[config.mk]
export PLATFORM = sky130hd
export DESIGN_NAME = bdq_ctrl_flat
export DESIGN_NICKNAME = d
export VERILOG_FILES = /design/src/hw/rtl/bdq_pkg.sv /design/src/hw/rtl/bdq_if.sv /design/src/hw/rtl/bdq_ctrl.sv /design/src/flat_wrapper.sv
export SDC_FILE = /design/constraint.sdc
export NUM_CORES = 1
export LEC_CHECK = 0
export ABC_AREA = 1
export ABC_CLOCK_PERIOD_IN_PS = 3300
export BUFFER_PORTS_ARGS = -buffer_cell sky130_fd_sc_hd__buf_2
export CAP_MARGIN = 40
export CORE_ASPECT_RATIO = 0.7
export CORE_MARGIN = 8
export CORE_UTILIZATION = 47
export DETAILED_ROUTE_END_ITERATION = 6
export HOLD_SLACK_MARGIN = 0.1
export PLACE_DENSITY = 0.82
export SLEW_MARGIN = 20
export SYNTH_ARGS = -nofsm -noshare
export SYNTH_HDL_FRONTEND = slang
export SYNTH_SLANG_ARGS = --single-unit
export TNS_END_PERCENT = 10
[constraint.sdc]
create_clock -name clk -period 3.3 [get_ports clk]
set_input_delay 0.33 -clock clk [delete_from_list [all_inputs] [get_ports clk]]
set_output_delay 0.33 -clock clk [all_outputs]
set_load 0.05 [all_outputs]
[src/hw/rtl/bdq_pkg.sv]
// Package for the bounded double-ended queue.
// Holds field widths, command codes, reset values and defaults.
// Depends on nothing.
`timescale 1ns / 1ps

package bdq_pkg;

    localparam int DATA_W        = 32;
    localparam int CMD_W         = 3;
    localparam int LIMIT_W       = 11;
    localparam int DEPTH_DEFAULT = 1024;

    localparam logic [LIMIT_W-1:0] LIMIT_RESET = 11'd1024;
    localparam logic [DATA_W-1:0]  EMPTY_VALUE = 32'hFFFF_FFFF;

    typedef enum logic [CMD_W-1:0] {
        CMD_PUSH_FRONT = 3'd0,
        CMD_PUSH_REAR  = 3'd1,
        CMD_POP_FRONT  = 3'd2,
        CMD_POP_REAR   = 3'd3,
        CMD_QUERY      = 3'd4
    } cmd_t;

endpackage

[src/hw/rtl/bdq_if.sv]
// Valid/ready channel interfaces for the command and result streams.
// Depends on bdq_pkg.
`timescale 1ns / 1ps

interface bdq_in_if;
    logic                                 valid;
    logic                                 ready;
    logic [bdq_pkg::CMD_W-1:0]            command;
    logic signed [bdq_pkg::DATA_W-1:0]    push_value;

    modport source (output valid, output command, output push_value, input ready);
    modport sink   (input valid, input command, input push_value, output ready);
endinterface

interface bdq_out_if;
    logic                                 valid;
    logic                                 ready;
    logic                                 accepted;
    logic signed [bdq_pkg::DATA_W-1:0]    front_value;
    logic signed [bdq_pkg::DATA_W-1:0]    rear_value;
    logic                                 is_empty;
    logic                                 is_full;

    modport source (output valid, output accepted, output front_value, output rear_value,
                    output is_empty, output is_full, input ready);
    modport sink   (input valid, input accepted, input front_value, input rear_value,
                    input is_empty, input is_full, output ready);
endinterface

[src/hw/rtl/bdq_ctrl.sv]
// Sequencer for the queue: pointers, count, limit register and result register.
// Depends on bdq_pkg and the channel interfaces; drives bdq_mem.
`timescale 1ns / 1ps

module bdq_ctrl #(
    parameter int DEPTH = bdq_pkg::DEPTH_DEFAULT,
    parameter int PW    = $clog2(DEPTH)
) (
    input  logic                               clk,
    input  logic                               rst_n,
    bdq_in_if.sink                             in_ch,
    bdq_out_if.source                          out_ch,
    input  logic                               cfg_we,
    input  logic [bdq_pkg::LIMIT_W-1:0]        cfg_wdata,
    output logic                               mem_we,
    output logic [PW-1:0]                      mem_waddr,
    output logic [bdq_pkg::DATA_W-1:0]         mem_wdata,
    output logic                               mem_re,
    output logic [PW-1:0]                      mem_raddr_front,
    output logic [PW-1:0]                      mem_raddr_rear,
    input  logic [bdq_pkg::DATA_W-1:0]         mem_rdata_front,
    input  logic [bdq_pkg::DATA_W-1:0]         mem_rdata_rear
);

    localparam int CW = $clog2(DEPTH + 1);
    localparam int LW = (CW > bdq_pkg::LIMIT_W) ? CW : bdq_pkg::LIMIT_W;
    localparam logic [PW-1:0] LAST_IDX = PW'(DEPTH - 1);

    typedef enum logic [1:0] {
        ST_IDLE,
        ST_READ,
        ST_RESP
    } state_t;

    state_t                       state_reg, state_next;
    logic [PW-1:0]                front_reg, front_next;
    logic [PW-1:0]                rear_reg, rear_next;
    logic [CW-1:0]                count_reg, count_next;
    logic [bdq_pkg::LIMIT_W-1:0]  limit_reg;
    logic                         ok_reg, ok_next;
    logic                         empty_reg, empty_next;
    logic                         full_reg, full_next;
    logic                         out_valid_reg, out_valid_next;
    logic                         out_ok_reg;
    logic [bdq_pkg::DATA_W-1:0]   out_front_reg, out_rear_reg;
    logic                         out_empty_reg, out_full_reg;

    logic [LW-1:0]                eff_limit;
    logic                         full_now;
    logic                         empty_now;
    logic                         accept;
    logic                         load_out;

    function automatic logic [PW-1:0] prev_idx(input logic [PW-1:0] i);
        prev_idx = (i == '0) ? LAST_IDX : i - PW'(1);
    endfunction

    function automatic logic [PW-1:0] next_idx(input logic [PW-1:0] i);
        next_idx = (i == LAST_IDX) ? '0 : i + PW'(1);
    endfunction

    always_comb
    begin
        eff_limit = LW'(limit_reg);
        if (limit_reg == '0)
        begin
            eff_limit = LW'(1);
        end
        else if (eff_limit > LW'(DEPTH))
        begin
            eff_limit = LW'(DEPTH);
        end
    end

    assign full_now  = LW'(count_reg) >= eff_limit;
    assign empty_now = count_reg == '0;
    assign accept    = in_ch.valid && in_ch.ready;
    assign load_out  = (state_reg == ST_RESP) && (!out_valid_reg || out_ch.ready);

    assign in_ch.ready = state_reg == ST_IDLE;

    always_comb
    begin
        state_next     = state_reg;
        front_next     = front_reg;
        rear_next      = rear_reg;
        count_next     = count_reg;
        ok_next        = ok_reg;
        empty_next     = empty_reg;
        full_next      = full_reg;
        out_valid_next = out_valid_reg;
        mem_we         = 1'b0;
        mem_waddr      = front_reg;
        mem_wdata      = in_ch.push_value;
        mem_re         = 1'b0;
        mem_raddr_front = front_reg;
        mem_raddr_rear  = prev_idx(rear_reg);

        if (out_valid_reg && out_ch.ready)
        begin
            out_valid_next = 1'b0;
        end

        case (state_reg)
            ST_IDLE:
            begin
                if (accept)
                begin
                    ok_next = 1'b0;
                    case (in_ch.command)
                        bdq_pkg::CMD_PUSH_FRONT:
                        begin
                            if (!full_now)
                            begin
                                front_next = prev_idx(front_reg);
                                mem_we     = 1'b1;
                                mem_waddr  = prev_idx(front_reg);
                                count_next = count_reg + CW'(1);
                                ok_next    = 1'b1;
                            end
                        end
                        bdq_pkg::CMD_PUSH_REAR:
                        begin
                            if (!full_now)
                            begin
                                mem_we     = 1'b1;
                                mem_waddr  = rear_reg;
                                rear_next  = next_idx(rear_reg);
                                count_next = count_reg + CW'(1);
                                ok_next    = 1'b1;
                            end
                        end
                        bdq_pkg::CMD_POP_FRONT:
                        begin
                            if (!empty_now)
                            begin
                                front_next = next_idx(front_reg);
                                count_next = count_reg - CW'(1);
                                ok_next    = 1'b1;
                            end
                        end
                        bdq_pkg::CMD_POP_REAR:
                        begin
                            if (!empty_now)
                            begin
                                rear_next  = prev_idx(rear_reg);
                                count_next = count_reg - CW'(1);
                                ok_next    = 1'b1;
                            end
                        end
                        bdq_pkg::CMD_QUERY:
                        begin
                            ok_next = 1'b1;
                        end
                        default:
                        begin
                            ok_next = 1'b0;
                        end
                    endcase
                    empty_next = count_next == '0;
                    full_next  = LW'(count_next) >= eff_limit;
                    state_next = ST_READ;
                end
            end
            ST_READ:
            begin
                mem_re     = 1'b1;
                state_next = ST_RESP;
            end
            ST_RESP:
            begin
                if (load_out)
                begin
                    out_valid_next = 1'b1;
                    state_next     = ST_IDLE;
                end
            end
            default:
            begin
                state_next = ST_IDLE;
            end
        endcase
    end

    always_ff @(posedge clk or negedge rst_n)
    begin
        if (!rst_n)
        begin
            state_reg     <= ST_IDLE;
            front_reg     <= '0;
            rear_reg      <= '0;
            count_reg     <= '0;
            limit_reg     <= bdq_pkg::LIMIT_RESET;
            ok_reg        <= 1'b0;
            empty_reg     <= 1'b1;
            full_reg      <= 1'b0;
            out_valid_reg <= 1'b0;
            out_ok_reg    <= 1'b0;
            out_front_reg <= bdq_pkg::EMPTY_VALUE;
            out_rear_reg  <= bdq_pkg::EMPTY_VALUE;
            out_empty_reg <= 1'b1;
            out_full_reg  <= 1'b0;
        end
        else
        begin
            state_reg     <= state_next;
            front_reg     <= front_next;
            rear_reg      <= rear_next;
            count_reg     <= count_next;
            ok_reg        <= ok_next;
            empty_reg     <= empty_next;
            full_reg      <= full_next;
            out_valid_reg <= out_valid_next;
            if (cfg_we)
            begin
                limit_reg <= cfg_wdata;
            end
            if (load_out)
            begin
                out_ok_reg    <= ok_reg;
                out_front_reg <= empty_reg ? bdq_pkg::EMPTY_VALUE : mem_rdata_front;
                out_rear_reg  <= empty_reg ? bdq_pkg::EMPTY_VALUE : mem_rdata_rear;
                out_empty_reg <= empty_reg;
                out_full_reg  <= full_reg;
            end
        end
    end

    assign out_ch.valid       = out_valid_reg;
    assign out_ch.accepted    = out_ok_reg;
    assign out_ch.front_value = out_front_reg;
    assign out_ch.rear_value  = out_rear_reg;
    assign out_ch.is_empty    = out_empty_reg;
    assign out_ch.is_full     = out_full_reg;

endmodule

[src/flat_wrapper.sv]
// flat-port wrapper written by rule: the top's interface ports become plain ports
module bdq_ctrl_flat 
#(
    parameter int DEPTH = bdq_pkg::DEPTH_DEFAULT,
    parameter int PW    = $clog2(DEPTH)
)
  (clk, rst_n, cfg_we, cfg_wdata, mem_we, mem_waddr, mem_wdata, mem_re, mem_raddr_front, mem_raddr_rear, mem_rdata_front, mem_rdata_rear, in_ch_valid, in_ch_command, in_ch_push_value, in_ch_ready, out_ch_valid, out_ch_accepted, out_ch_front_value, out_ch_rear_value, out_ch_is_empty, out_ch_is_full, out_ch_ready);
  bdq_in_if in_ch_i ();
  bdq_out_if out_ch_i ();
  input  logic clk;
  input  logic rst_n;
  input  logic cfg_we;
  input  logic [bdq_pkg::LIMIT_W-1:0] cfg_wdata;
  output logic mem_we;
  output logic [PW-1:0] mem_waddr;
  output logic [bdq_pkg::DATA_W-1:0] mem_wdata;
  output logic mem_re;
  output logic [PW-1:0] mem_raddr_front;
  output logic [PW-1:0] mem_raddr_rear;
  input  logic [bdq_pkg::DATA_W-1:0] mem_rdata_front;
  input  logic [bdq_pkg::DATA_W-1:0] mem_rdata_rear;
  input wire logic [$bits(in_ch_i.valid)-1:0] in_ch_valid;
  input wire logic [$bits(in_ch_i.command)-1:0] in_ch_command;
  input wire logic [$bits(in_ch_i.push_value)-1:0] in_ch_push_value;
  output wire logic [$bits(in_ch_i.ready)-1:0] in_ch_ready;
  output wire logic [$bits(out_ch_i.valid)-1:0] out_ch_valid;
  output wire logic [$bits(out_ch_i.accepted)-1:0] out_ch_accepted;
  output wire logic [$bits(out_ch_i.front_value)-1:0] out_ch_front_value;
  output wire logic [$bits(out_ch_i.rear_value)-1:0] out_ch_rear_value;
  output wire logic [$bits(out_ch_i.is_empty)-1:0] out_ch_is_empty;
  output wire logic [$bits(out_ch_i.is_full)-1:0] out_ch_is_full;
  input wire logic [$bits(out_ch_i.ready)-1:0] out_ch_ready;
  assign in_ch_i.valid = in_ch_valid;
  assign in_ch_i.command = in_ch_command;
  assign in_ch_i.push_value = in_ch_push_value;
  assign in_ch_ready = in_ch_i.ready;
  assign out_ch_valid = out_ch_i.valid;
  assign out_ch_accepted = out_ch_i.accepted;
  assign out_ch_front_value = out_ch_i.front_value;
  assign out_ch_rear_value = out_ch_i.rear_value;
  assign out_ch_is_empty = out_ch_i.is_empty;
  assign out_ch_is_full = out_ch_i.is_full;
  assign out_ch_i.ready = out_ch_ready;
  bdq_ctrl #(.DEPTH(DEPTH), .PW(PW)) u_core (.clk(clk), .rst_n(rst_n), .in_ch(in_ch_i), .out_ch(out_ch_i), .cfg_we(cfg_we), .cfg_wdata(cfg_wdata), .mem_we(mem_we), .mem_waddr(mem_waddr), .mem_wdata(mem_wdata), .mem_re(mem_re), .mem_raddr_front(mem_raddr_front), .mem_raddr_rear(mem_raddr_rear), .mem_rdata_front(mem_rdata_front), .mem_rdata_rear(mem_rdata_rear));
endmodule
---- Word-level counts from Yosys, hierarchy flattened ----
Index checks and enable logic that the tools add are counted.
word-level totals
  register bits ........................... 115
  input port bits ......................... 115
  output and inout bits ................... 133
operators by class
  $add $sub $neg .......................... 6
  magnitude comparators ................... 3
  equal/unequal tests ..................... 13
  muxes and demuxes ....................... 36
  reductions and logical operators ........ 20
operators by type and width
  cell                                                                   count
  10-bit two-way mux                                                     11
  11-bit two-way mux                                                     6
  32-bit two-way mux                                                     2
  10-bit case mux with 2 select lines                                    3
  11-bit logical NOT                                                     3
  11-bit >= comparator                                                   2
  11-bit case mux with 2 select lines                                    1
  10-bit by 1-bit adder with 10-bit output, second input constant        2
  10-bit equality test, second input constant                            2
  10-bit logical NOT                                                     2
  10-bit by 1-bit subtractor with 10-bit output, second input constant   2
  11-bit by 1-bit adder with 11-bit output, second input constant        1
  11-bit greater-than comparator, second input constant                  1
  11-bit by 1-bit subtractor with 11-bit output, second input constant   1
  1-bit two-way mux                                                      9
  2-bit inequality test, second input constant                           4
  3-bit by 2-bit equality test with 1-bit output, second input constant  2
  2-bit case mux with 3 select lines                                     1
  5-bit AND reduction                                                    1
  2-bit two-way mux                                                      2
  2-bit AND reduction                                                    2
  4-bit AND reduction                                                    1
  2-bit nonzero test                                                     2
  2-bit OR reduction                                                     2
  11 further kinds                                                       13

---- Depth between registers and ports, before layout ----
  word-level depth ........................ 9
  depth in mapped cells ................... 26
  depth with buffers taken out ............ 26

---- Least setup slack after synthesis ----
No wires, ideal clock.
  path kind ............................... reg2out
  start ................................... reg u_core.limit_reg[3] in the netlist's numbering
  end ..................................... out mem_waddr[3]
  arrival time ............................ 3.612 ns
  data required time ...................... 2.970 ns
  setup slack ............................. -0.642 ns
  cell stages (with the launch flop) ...... 15
  buffers on the path ..................... 2
  cell sequence ........................... dfrtp_1 nor4_1 nand4_1 nand2_1 nand2_1 ha_1 a21oi_1 nand2_2 a21oi_4 nand3_4 buf_6 buf_6 nor2_2 inv_1 a32oi_1
on the way
  longest elaborated chain between the ends .. 8
  elaborated cells on any way between the ends .. 10
ends and longest elaborated chain
  item                                   line                source
  start, declared                        bdq_ctrl.sv:39      logic [bdq_pkg::LIMIT_W-1:0] limit_reg;
  start signal, assigned                 bdq_ctrl.sv:193     limit_reg <= bdq_pkg::LIMIT_RESET;
  start signal, assigned                 bdq_ctrl.sv:216     limit_reg <= cfg_wdata;
  11-bit greater-than comparator         bdq_ctrl.sv:69      else if (eff_limit > LW'(DEPTH))
  11-bit two-way mux                     bdq_ctrl.sv:69
  11-bit two-way mux *                   bdq_ctrl.sv:65      if (limit_reg == '0)
  11-bit >= comparator *                 bdq_ctrl.sv:75      assign full_now = LW'(count_reg) >= eff_limit;
  10-bit two-way mux (on tied branches)  -
  10-bit case mux with 2 select lines *  bdq_ctrl.sv:110     case (in_ch.command)
  10-bit two-way mux *                   bdq_ctrl.sv:107     if (accept)
  10-bit two-way mux *                   bdq_ctrl.sv:104     case (state_reg)
  end, declared                          flat_wrapper.sv:15  output logic [PW-1:0] mem_waddr;
Mark *: on every way between the ends. The rest lies on a longest branch, timed or not.

---- Worst setup path in the final report ----
  start ................................... reg u_core.limit_reg[3] in the netlist's numbering
  end ..................................... reg u_core.full_reg
on the way
  longest elaborated chain between the ends .. 9
  elaborated cells on any way between the ends .. 10
ends and longest elaborated chain
  item                                 line                              source
  11-bit greater-than comparator       bdq_ctrl.sv:69
  11-bit two-way mux                   bdq_ctrl.sv:69
  11-bit two-way mux *                 bdq_ctrl.sv:65
  11-bit >= comparator                 bdq_ctrl.sv:75
  11-bit two-way mux                   bdq_ctrl.sv:113, bdq_ctrl.sv:124
  11-bit case mux with 2 select lines  bdq_ctrl.sv:110
  11-bit two-way mux                   bdq_ctrl.sv:107
  11-bit two-way mux                   bdq_ctrl.sv:104
  11-bit >= comparator *               bdq_ctrl.sv:161                   full_next = LW'(count_next) >= eff_limit;
  end signal, assigned                 bdq_ctrl.sv:212                   full_reg <= full_next;
  end, declared                        bdq_ctrl.sv:42                    logic full_reg, full_next;
Mark *: on every way between the ends. The rest lies on a longest branch, timed or not. The select of a mux whose other input is x is not followed.
A chain may end at the register's enable or synchronous reset.

==> results.md <==
* Synth Net Count at 1140
* Vias in the first global route at 7010
* Maximum clock frequency at 262.9 MHz
* Initial Util at 47.91%
* Simple-gate share of the synthesized area at 26.69%
* Critical Path AT at 4.13 ns
* Top FF cell, synth: dfstp_2
* Status: finished, violations left
* Post-Synth XOR/XNOR Area at 2.366%
* RSZ-0062 raised after global routing: yes
* Crit path kind: flip-flop to flip-flop
* Post-Route WL at 22990 um
* Max-Cap Viols at 0
* Worst setup path end: u_core.full_reg
* Vias/cell at 5.307
* Total Power at 11.33 mW
* Detailed Route Iter0 Violations at 901
* Cell area after synthesis at 7403 um2
* H-Tree Level Count at 4
* Post-synthesis mux area share at 1.673%
* Share of cells above drive strength 1 at 35.30%
* First-pass iteration count of the detailed router at 6
* Worst clock skew at 0.01176 ns
* Die X-Extent at 166.0 um
* Hold Fails Final Rpt at 0
* PortBufs at 183
* Routability cong. at 0.9659
* Cell taking the most area after synthesis: dfstp_2
* Initial antenna violation count at 0
* Crit Path Max Fanout at 6
* Fin. max-slew vios at 0
* Core area at 15450 um2
* Yosys warns at 0
* R2R setup slack at -0.50 ns
* Post-synth top cells: nand2_1 (239), nor2_1 (126), o21ai_0 (126)
* Area Overhead vs Synth at 30.76%
* Crit path time final at 3.803 ns
* CTS tree: built
* Clk root buf: clkbuf_16
* RR Endpoint: u_core.full_reg
* DRC viols at 0
* FF-to-FF Start: u_core.limit_reg[3]
* Final period util at 115.3%
* Largest net degree at the start of global routing at 83
* Critical Path RT at 3.63 ns
* Total gr overflow at 0
* Rows at 38
* Synth top area cells: dfstp_2 (24%), dfrtp_1 (16%), nand2_1 (12%), o21ai_0 (8.5%), nor2_1 (6.4%)
* PwrDens at 1171 nW/um2
* Clock slew at reported path FFs at 0.06 ns
* Ports at 248
* Slew margin rel. at 45.85%
* Routed wire per std cell at 16.21 um
* Syn Area/Cell at 7.426 um2
* Post-synth EDFFs at 0
* Die area at 20090 um2
* CTS max path bufs at 2
* Number of antenna diodes at 0
* GRT Total Usage at 22.37%
* CP Capture Type: flip-flop
* Area share of fa/ha/maj cells after synthesis at 4.732%
* Peak supply drop at 0.6198 mV
* Cells on worst reg2reg path at 24
* CTS buffer count at 17
* Failing checks: negative setup slack
* Layout filler cell count at 1345
* Most frequent cell after synthesis: nand2_1
* Largest family of logic cells by synthesized area: simple AND/OR/NAND/NOR gates
* Die height at 121.0 um
* Least-Margin Pin Slew at 0.8122 ns
* Yosys cell types at 45
* CTS Sinks at 115
* Worst Hold Class: primary input to flip-flop
* Area share of the largest cell type after synthesis at 23.78%
* Hpwl dp at 16810 um
* First-pass GRT wire length at 37030 um
* Register area share after synthesis at 40.00%
* Critical Path Start: u_core.limit_reg[3]
* Antenna Nets Post-Route at 0
* Total number of vias at 7526
* Final Setup Violations at 13
* CP startpoint kind: flip-flop
* Synth Area in Compound Gates at 14.03%
* Leakage at 4.801 nW
* Clk Latency, worst-skew pair at 0.41 ns
* Fraction of registers with async set/reset at 100.0%
* Min setup slack post-route at -0.5034 ns
* Cell count after synthesis at 997
* Fin Hold WS at 0.1288 ns
* Nets@finish at 1348
* Synthesized flop and latch total at 115
-- worst max-delay path, cell delays in order, from the launching register on --
cell and delay [ns]:
dfrtp_1 0.40, nor4_4 0.30, nand4_1 0.25, nand2_4 0.18, nand2_2 0.09, ha_4 0.23, nand2_2 0.09, inv_1 0.05
nand2_1 0.09, nand2_2 0.09, a21oi_4 0.17, nand3_4 0.16, buf_4 0.19, a21oi_1 0.11, o21ai_0 0.10, nand2_1 0.11
inv_1 0.08, ha_1 0.21, o31ai_2 0.25, nand3_1 0.11, nand2_1 0.09, nand3_1 0.07, a21oi_1 0.13, o21bai_1 0.07
a31oi_1 0.12
-- final cells by class --
| type | count | area [um2] | share of cell area (%) |
|---|---|---|---|
| clock buffers | 19 | 452.9 | 4.679 |
| clock inverters | 13 | 121.4 | 1.254 |
| inverters | 101 | 381.6 | 3.942 |
| multi-input cells | 716 | 3929 | 40.58 |
| flip-flops and latches | 115 | 2962 | 30.59 |
| well taps | 200 | 250.2 | 2.585 |
| repair buffers | 254 | 1584 | 16.36 |
-- metal layers --
| layer | vias up | track usage (%) | wire, um | share of wire, % |
|---|---|---|---|---|
| met2 | 373 | 34.77 | 10210 | 44 |
| met4 | 0 | 5.659 | 298 | 1.3 |
| met1 | 3472 | 30.74 | 10510 | 46 |
| met5 | - | 0 | 0 | 0 |
| met3 | 30 | 5.687 | 1981 | 8.6 |
| li1 | 3651 | - | - | - |
-- cells by family (layout without fill, tap and decap cells) --
logic type / after synthesis / after routing
adders and majority gates: 28 / 28
buffers and inverters: 167 / 387
DFF: 115 / 115
muxes: 11 / 11
and+or+nand+nor: 467 / 468
xor gates and xnor gates: 20 / 20
AOI/OAI and AO/OA: 189 / 189
-- power breakdown --
group	switching (mW)	internal [mW]
Sequential	0.574	2.27
Clock	0.726	1.09
Combinational	4.64	2.03
Total	5.94	5.39
-- what timing repair did --
action,CTS,global route
gates resized for setup,43,18
hold endpoints to repair,22,0
endpoints found under the setup margin,14,19
hold buffers,1,0
pin swaps,12,12
gates cloned,2,0
buffers inserted,9,1
-- cell usage in the layout (no fill, tap or decap), drive strengths merged, types with 5 or more instances in the layout --
cell type | synthesis | layout
buf | 40 | 252
nand2 | 245 | 246
nor2 | 132 | 132
o21ai | 129 | 129
inv | 99 | 105
dfstp | 67 | 67
nand3 | 56 | 56
dfrtp | 48 | 48
ha | 28 | 28
a21oi | 25 | 25
clkbuf | 26 | 19
xor2 | 18 | 18
nand4 | 15 | 15
mux2 | 11 | 11
a31oi | 9 | 9
nor3 | 9 | 9
clkinv | 2 | 7
a22oi | 6 | 6
nor4 | 5 | 5
-- through the flow --
step / worst slack [ns] / std cells / cell area, um2 / setup TNS, ns / utilization, %
3_3_place_gp: -0.2714 / 1373 / 8778 / -1.859 / 56.81
4_1_cts: -0.4714 / 1417 / 9615 / -5.293 / 62.23
5_1_grt: -0.6851 / 1418 / 9681 / -7.256 / 62.65
3_5_place_dp: -0.4592 / 1373 / 8778 / -3.069 / 56.81
6_report: -0.5034 / 1418 / 9681 / -5.137 / 62.65
2_1_floorplan: 0.007745 / 997 / 7533 / 0 / -
-- how the worst min path moves through the flow --
stage                             from                        end  slack (ns)  cells after the start
after floorplan                  rst_n        u_core.count_reg[0]        0.03                      0
after global routing      cfg_wdata[0]        u_core.limit_reg[0]        0.13                      3
after detailed placement         rst_n  u_core.mem_raddr_front[6]        0.39                      1
final                     cfg_wdata[0]        u_core.limit_reg[0]        0.13                      3
after global placement           rst_n  u_core.mem_raddr_front[6]        0.38                      1
after CTS                 cfg_wdata[0]        u_core.limit_reg[0]        0.11                      3
Note: power is estimated with default switching activity, not from simulation.
